==> src/design/polynomial_kernel_value_macros.svh <==
// Assertion macros shared by the polynomial kernel value modules.
// Each macro expects signals named clk and rst_n in the enclosing module.
`ifndef POLYNOMIAL_KERNEL_VALUE_MACROS_SVH
`define POLYNOMIAL_KERNEL_VALUE_MACROS_SVH

// Same-cycle implication.
`define PKV_ASSERT_IMP(label, ante, cons, msg) \
  label: assert property (@(posedge clk) disable iff (!rst_n) (ante) |-> (cons)) \
    else $error(msg);

// Next-cycle implication.
`define PKV_ASSERT_NEXT(label, ante, cons, msg) \
  label: assert property (@(posedge clk) disable iff (!rst_n) (ante) |=> (cons)) \
    else $error(msg);

`endif

==> src/design/pkv_pkg.sv <==
// Package for the polynomial kernel value block: states, datapath commands,
// status codes and fixed limits. No dependencies.
`timescale 1ns / 1ps

package pkv_pkg;

  localparam logic [10:0] MAX_DIM    = 11'd1024;
  localparam logic [3:0]  MAX_DEGREE = 4'd8;

  localparam logic [1:0] CFG_OFFSET = 2'd0;
  localparam logic [1:0] CFG_DEGREE = 2'd1;
  localparam logic [1:0] CFG_NORM   = 2'd2;
  localparam logic [1:0] CFG_LENGTH = 2'd3;

  localparam logic [1:0] STATUS_OK  = 2'd0;
  localparam logic [1:0] STATUS_SAT = 2'd1;
  localparam logic [1:0] STATUS_BAD = 2'd2;

  localparam logic [63:0] ONE_Q32   = 64'h0000_0001_0000_0000;
  localparam logic [63:0] POS_LIMIT = 64'h7FFF_FFFF_FFFF_FFFF;
  localparam logic [63:0] NEG_LIMIT = 64'h8000_0000_0000_0000;

  localparam logic [6:0] LAST_BIT_STEP = 7'd63;
  localparam logic [2:0] LAST_MUL_STEP = 3'd4;

  typedef enum logic [3:0] {
    ST_IDLE, ST_ACC, ST_PREP, ST_MUL_SQ, ST_SQRT_INIT, ST_SQRT, ST_SQRT_END,
    ST_DIV, ST_DIV_END, ST_POW_INIT, ST_MUL_POW, ST_POW_STEP, ST_FIN
  } state_t;

  typedef enum logic [3:0] {
    OP_NONE, OP_CAPTURE, OP_ACCUM, OP_PREP, OP_MUL_STEP, OP_SQRT_INIT,
    OP_SQRT_STEP, OP_SQRT_END, OP_DIV_STEP, OP_DIV_END, OP_POW_INIT,
    OP_POW_STEP, OP_LOAD
  } op_t;

  typedef struct packed {
    op_t        op;
    logic [2:0] mstep;
  } cmd_t;

  typedef struct packed {
    logic       last;
    logic       diag_norm;
    logic       plain;
    logic       bad;
    logic [3:0] deg;
    logic       out_busy;
  } stat_t;

endpackage

==> src/design/pkv_ctrl.sv <==
// Controller: sequences accumulation, division, square root and power steps
// and issues datapath commands. Uses pkv_pkg.
`timescale 1ns / 1ps
`include "polynomial_kernel_value_macros.svh"

module pkv_ctrl import pkv_pkg::*; (
  input  logic  clk,
  input  logic  rst_n,
  input  logic  in_tvalid,
  output logic  in_tready,
  input  stat_t stat,
  output cmd_t  cmd
);

  state_t     state_r, state_nxt;
  logic [6:0] cnt_r, cnt_nxt;
  logic [3:0] pow_cnt_r, pow_cnt_nxt;

  always_ff @(posedge clk) begin
    if (!rst_n) begin
      state_r   <= ST_IDLE;
      cnt_r     <= '0;
      pow_cnt_r <= '0;
    end else begin
      state_r   <= state_nxt;
      cnt_r     <= cnt_nxt;
      pow_cnt_r <= pow_cnt_nxt;
    end
  end

  always_comb begin
    state_nxt   = state_r;
    cnt_nxt     = cnt_r;
    pow_cnt_nxt = pow_cnt_r;
    in_tready   = 1'b0;
    cmd.op      = OP_NONE;
    cmd.mstep   = cnt_r[2:0];
    unique case (state_r)
      ST_IDLE: begin
        in_tready = 1'b1;
        if (in_tvalid) begin
          cmd.op    = OP_CAPTURE;
          state_nxt = ST_ACC;
        end
      end
      ST_ACC: begin
        cmd.op    = OP_ACCUM;
        state_nxt = stat.last ? ST_PREP : ST_IDLE;
      end
      ST_PREP: begin
        cmd.op  = OP_PREP;
        cnt_nxt = '0;
        if (stat.diag_norm) begin
          state_nxt = ST_FIN;
        end else if (stat.plain) begin
          state_nxt = ST_DIV;
        end else begin
          state_nxt = ST_MUL_SQ;
        end
      end
      ST_MUL_SQ: begin
        if (stat.bad) begin
          state_nxt = ST_FIN;
        end else begin
          cmd.op = OP_MUL_STEP;
          if (cnt_r[2:0] == LAST_MUL_STEP) begin
            cnt_nxt   = '0;
            state_nxt = ST_SQRT_INIT;
          end else begin
            cnt_nxt = cnt_r + 7'd1;
          end
        end
      end
      ST_SQRT_INIT: begin
        cmd.op    = OP_SQRT_INIT;
        cnt_nxt   = '0;
        state_nxt = ST_SQRT;
      end
      ST_SQRT: begin
        cmd.op = OP_SQRT_STEP;
        if (cnt_r == LAST_BIT_STEP) begin
          cnt_nxt   = '0;
          state_nxt = ST_SQRT_END;
        end else begin
          cnt_nxt = cnt_r + 7'd1;
        end
      end
      ST_SQRT_END: begin
        cmd.op    = OP_SQRT_END;
        cnt_nxt   = '0;
        state_nxt = ST_DIV;
      end
      ST_DIV: begin
        if (stat.bad) begin
          state_nxt = ST_FIN;
        end else begin
          cmd.op = OP_DIV_STEP;
          if (cnt_r == LAST_BIT_STEP) begin
            cnt_nxt   = '0;
            state_nxt = ST_DIV_END;
          end else begin
            cnt_nxt = cnt_r + 7'd1;
          end
        end
      end
      ST_DIV_END: begin
        cmd.op    = OP_DIV_END;
        state_nxt = ST_POW_INIT;
      end
      ST_POW_INIT: begin
        cmd.op      = OP_POW_INIT;
        pow_cnt_nxt = 4'd1;
        cnt_nxt     = '0;
        state_nxt   = (stat.deg == 4'd1) ? ST_FIN : ST_MUL_POW;
      end
      ST_MUL_POW: begin
        cmd.op = OP_MUL_STEP;
        if (cnt_r[2:0] == LAST_MUL_STEP) begin
          cnt_nxt   = '0;
          state_nxt = ST_POW_STEP;
        end else begin
          cnt_nxt = cnt_r + 7'd1;
        end
      end
      ST_POW_STEP: begin
        cmd.op      = OP_POW_STEP;
        pow_cnt_nxt = pow_cnt_r + 4'd1;
        state_nxt   = (pow_cnt_r + 4'd1 == stat.deg) ? ST_FIN : ST_MUL_POW;
      end
      ST_FIN: begin
        if (!stat.out_busy) begin
          cmd.op    = OP_LOAD;
          state_nxt = ST_IDLE;
        end
      end
      default: state_nxt = ST_IDLE;
    endcase
  end

  `PKV_ASSERT_IMP(a_load_free, cmd.op == OP_LOAD, !stat.out_busy, "result loaded over a waiting one")
  `PKV_ASSERT_IMP(a_capture, in_tready && in_tvalid, cmd.op == OP_CAPTURE, "transfer not captured")
  `PKV_ASSERT_NEXT(a_acc_follows, cmd.op == OP_CAPTURE, cmd.op == OP_ACCUM, "capture not accumulated")

endmodule

==> config.mk <==
export PLATFORM = sky130hd
export DESIGN_NAME = pkv_ctrl
export DESIGN_NICKNAME = d
export VERILOG_FILES = /design/src/design/pkv_pkg.sv /design/src/design/pkv_ctrl.sv
export VERILOG_INCLUDE_DIRS = /design/src /design/src/design
export SDC_FILE = /design/constraint.sdc
export NUM_CORES = 1
export LEC_CHECK = 0
export ABC_AREA = 1
export CORE_UTILIZATION = 40
export CTS_CLUSTER_DIAMETER = 120
export DETAILED_ROUTE_END_ITERATION = 8
export DONT_BUFFER_PORTS = 1
export GPL_TIMING_DRIVEN = 0
export PLACE_DENSITY = 0.59
export SYNTH_ARGS = -nofsm -noshare
export SYNTH_HDL_FRONTEND = slang
export SYNTH_SLANG_ARGS = --single-unit
==> constraint.sdc <==
create_clock -name clk -period 1.4 [get_ports clk]
set_input_delay 0 -clock clk [delete_from_list [all_inputs] [get_ports clk]]
set_output_delay 0 -clock clk [all_outputs]
set_load 0.01 [all_outputs]
After elaboration in Yosys (flattened, before gate mapping)
Index checks and enable logic that the tools add are counted.
W data, S select, Z words.

storage, ports and cells
  register bits = 15
  bits of input ports = 12
  output and inout bits = 8
  word-level logic and storage cells = 61

cells by class
  add/subtract/negate cells = 2
  equality and inequality tests = 24
  mux-type cells = 26
  reduce and logical (&&, ||, !) cells = 6

operators by type and width
  cell                   number
  $pmux W4 S13           2
  $mux W4                11
  $pmux W7 S5            1
  $mux W7                4
  $eq A4 B4 Y1 const B   5
  $eq A4 B3 Y1 const B   4
  $mux W3                4
  $ne A2 B2 Y1 const B   6
  $eq A4 B1 Y1 const B   2
  $eq A4 B2 Y1 const B   2
  $pmux W4 S2            1
  $add A7 B1 Y7 const B  1
  $eq A7 B6 Y1 const B   1
  $ne A3 B3 Y1 const B   2
  $reduce_and A6 Y1      1
  $reduce_bool A5 Y1     1
  $add A4 B1 Y4 const B  1
  $eq A4 B4 Y1           1
  $logic_not A4 Y1       1
  $reduce_or A4 Y1       1
  $eq A3 B3 Y1 const B   1
  $reduce_and A3 Y1      1
  $mux W1                2
  $mux W2                1
  $reduce_bool A2 Y1     1

Longest topological paths before layout
  depth after elaboration = 4
  gate-level depth with buffers = 11
  mapped depth without buffers = 11

Worst setup path after synthesis
No wires, ideal clock.

  path type = reg-to-reg
  start point = register cnt_r[1]
  end point = register state_r[1]
  library setup time = 0.072 ns
  arrival time = 1.318 ns
  required time = 1.328 ns
  slack = 0.010 ns
  stages on the path, launching flop included = 10
  path buffers = 0
  period minus slack after synthesis = 1.390 ns
  cell sequence = dfxtp_1 ha_1 nand2_1 nor2_1 nand2_1 nand3_1 nand3_4 nor2_2 nand2_1 a21oi_1

on the way
  longest elaborated chain between the ends = 3
  elaborated cells between the ends (all ways) = 7
  classes of those cells = eq/ne (6); reduce/logical (1)

RTL lines
  item                                                                  line            text
  start, declared                                                       pkv_ctrl.sv:16  logic [6:0] cnt_r, cnt_nxt;
  start signal, assigned                                                pkv_ctrl.sv:26  cnt_r <= cnt_nxt;
  $eq A7 B6 Y1 / $eq A3 B3 Y1 (equally long branches)                   -
  $ne A3 B3 Y1 (no source line) / $ne A2 B2 Y1 (equally long branches)  -
  $reduce_and A6 Y1 (no source line) (*)                                -
  end signal, assigned                                                  pkv_ctrl.sv:25  state_r <= state_nxt;
  end, declared                                                         pkv_ctrl.sv:15  state_t state_r, state_nxt;

Mark *: on every way between the ends. The rest lies on a longest branch, timed or not.
A chain may end at the register's enable or synchronous reset.

==> flow_summary.toml <==
[final_layout]
final_common_cell = "nand2_1"
postLayoutCoreUtil_pct = 55.73
finalNetCount = 252
final_cell_mix = "nand2_1, inv_1, nand3_1, nor2_1, buf_4"
final_cells = 280
nFillCells = 317
syn_to_final_growth_pct = 31.95
drive_above_1_share_pct = 36.02
diodes = 0

[setup_path]
cp_max_fo = 6
critPathCaptureType = "output port"
path_class = "reg2out"
start_kind = "register"
cp.required_ns = 1.40
crit_arrival_ns = 1.44

[synthesis]
yosys_warnings = 0
syn-num-nets = 235
ys_types = 27
avgSynthCellArea_um2 = 5.909
syn_inst = 220
synthesis.area_mm2 = 0.001300
yosysSeqAreaShare_pct = 23.10
ys_ff_latch = 15

[pwr]
leakage_nw = 0.7478
combinationalPowerShare_pct = 61.6
switching_share_pct = 48.29
finalPower_mw = 2.235
power.share.clock_pct = 11.5
power.density_mw_per_mm2 = 1303
power.share.sequential_pct = 26.9
internal_power_mw = 1.155
p_sw_mw = 1.079
ir_worst_vdd_mv = 0.4794

[sta]
fin_ws_ns = -0.04031
min_period_over_period_pct = 102.9
rsz0062_at_grt = "true"
skew_ns = 0.002970
fin_crit_ns = 1.440
max_freq_mhz = 694.3
finalSetupViolCount = 1
tightestPinTransition_ns = 0.4100
slew_violations = 0
hold_viol_final = 0
maxSlewHeadroom_pct = 72.43

[die]
ioPinCount = 20
core_mm2 = 0.003078
chipHeight_um = 59.01
fp.dieW_um = 59.01
start_util_pct = 42.24
die_area_mm2 = 0.003482
num_rows = 20

[grt]
grt_pass1_wl_um = 5340
grt-ovfl-total = 0
antenna_found_initial = 0
grt_max_degree = 10
grt_pass1_vias = 1262
track_usage_pct = 20.20

[clocking]
h-tree-depth = 1
root_buffer = "clkbuf_4"
clk-insertion-delay-late_ns = 0.29
cts.sinks = 15
cts_buffer_depth = 2
cts_made_buffers = 3
clk_pin_slew_ns = 0.09
cts_tree = "done"

[detailed_routing]
drt-total-wl_um = 3367
drc = 0
vias = 1387
first_iter_violations = 51
wl_per_cell_um = 12.03
drt-vias-per-instance = 4.954
firstDrtPassIters = 6
route.antenna.remaining_nets = 0

[hold_path]
hold_class = "in2reg"

[run_status]
outcome = "complete, but fails checks"
violations = "negative setup slack"

[placed_design]
dp_hpwl_um = 2348
gp_congestion = 0.8531
numPortBuffers = 0
dp.cells = 264

[flow_run]
maxCapViolations = 0
per-stage QoR:
step / cell area, µm² / setup WS [ns] / hold WS [ns] / setup TNS [ns]
finish: 1715 / -0.04031 / 0.03445 / -0.04031
floorplan: 1300 / 0.01037 / 0.1230 / 0
global route: 1715 / -0.08539 / 0.02707 / -0.6320
global placement: 1355 / -0.2114 / 0.1330 / -1.478
CTS: 1568 / 0.0003964 / 0.01799 / 0
detailed placement: 1355 / -0.2052 / 0.1404 / -1.401
cells in the mapped netlist:
master / n / area (µm²)
nand3b_1: 3 / 22.52
inv_2: 7 / 26.28
o221ai_1: 1 / 8.760
a2111o_1: 1 / 11.26
clkinv_1: 2 / 7.510
nand3_4: 1 / 17.52
o21ai_2: 1 / 8.760
inv_1: 27 / 101.4
o31ai_1: 1 / 7.510
nor2_4: 3 / 33.78
nor3_2: 1 / 10.01
nor2_1: 21 / 78.83
a211oi_1: 1 / 7.510
nand2_2: 7 / 43.79
ha_1: 3 / 37.54
nand2_1: 73 / 274.0
dfxtp_1: 15 / 300.3
a21oi_1: 10 / 50.05
nand4_4: 1 / 21.27
buf_4: 3 / 22.52
nand4_1: 5 / 31.28
o21ai_1: 1 / 5.000
nand2_4: 1 / 11.26
nand3_1: 23 / 115.1
o21ai_0: 5 / 25.02
nor2_2: 2 / 12.51
xor2_1: 1 / 8.760
final timing paths:
kind / from / end / slack, ns / cells after the start
min: stat[5] / state_r[3] / 0.03 / 4
max: state_r[2] / cmd[3] / -0.04 / 5
max reg2reg: state_r[2] / cnt_r[0] / 0 / 11
min reg2reg: pow_cnt_r[3] / pow_cnt_r[3] / 0.51 / 2
routing by layer:
metal	GRT usage [%]	routed length (µm)	up-vias	part of all wire (%)
met5	0	0	-	0
met3	2.838	116	4	3.4
li1	-	-	730	-
met1	26.28	1548	638	46
met4	8.844	44	0	1.3
met2	33.28	1657	15	49
repair_timing:
item | 4_1_cts | 5_1_grt
gates cloned | 0 | 0
pin swaps | 11 | 14
buffers inserted | 5 | 5
hold buffers | 2 | 0
setup endpoints to repair | 14 | 14
gates resized for setup | 40 | 36
hold endpoints to repair | 15 | 0
power groups by stage:
stage	combinational, mW	clock [mW]	sequential (mW)
2_1_floorplan	0.781	0	0.552
3_3_place_gp	0.930	0	0.573
3_5_place_dp	0.929	0	0.572
4_1_cts	1.20	0.270	0.587
5_1_grt	1.50	0.287	0.607
6_report	1.38	0.257	0.601
worst max-delay path: stages, from the launching register on:
cell	delay (ns)
dfxtp_4	0.41
inv_4	0.07
nand2_8	0.09
nor2_4	0.06
buf_4	0.14
a2111o_1	0.38
area by class of cell:
type	count	area [µm²]	area share [%]
multi-input combinational	166	1022	59.59
sequential	15	331.6	19.33
inverter	36	150.1	8.753
timing repair buffer	12	107.6	6.273
tap	44	55.05	3.209
clock buffer	4	26.28	1.532
buffer	3	22.52	1.313
logic make-up after synthesis:
logic type	after synthesis	share of synthesized area [%]
buffers and inverters	39	12.13
AND/OR/NAND/NOR	141	51.68
AO/OA/AOI/OAI	21	9.528
XOR/XNOR	1	0.6738
adder cells (fa/ha/maj)	3	2.888
flip-flops	15	23.10
flip-flops by register name, summed over array words and instances (netlist names):
name / count
pow_cnt_r: 4
cnt_r: 7
state_r: 4
Note: power is estimated with default switching activity, not from simulation.
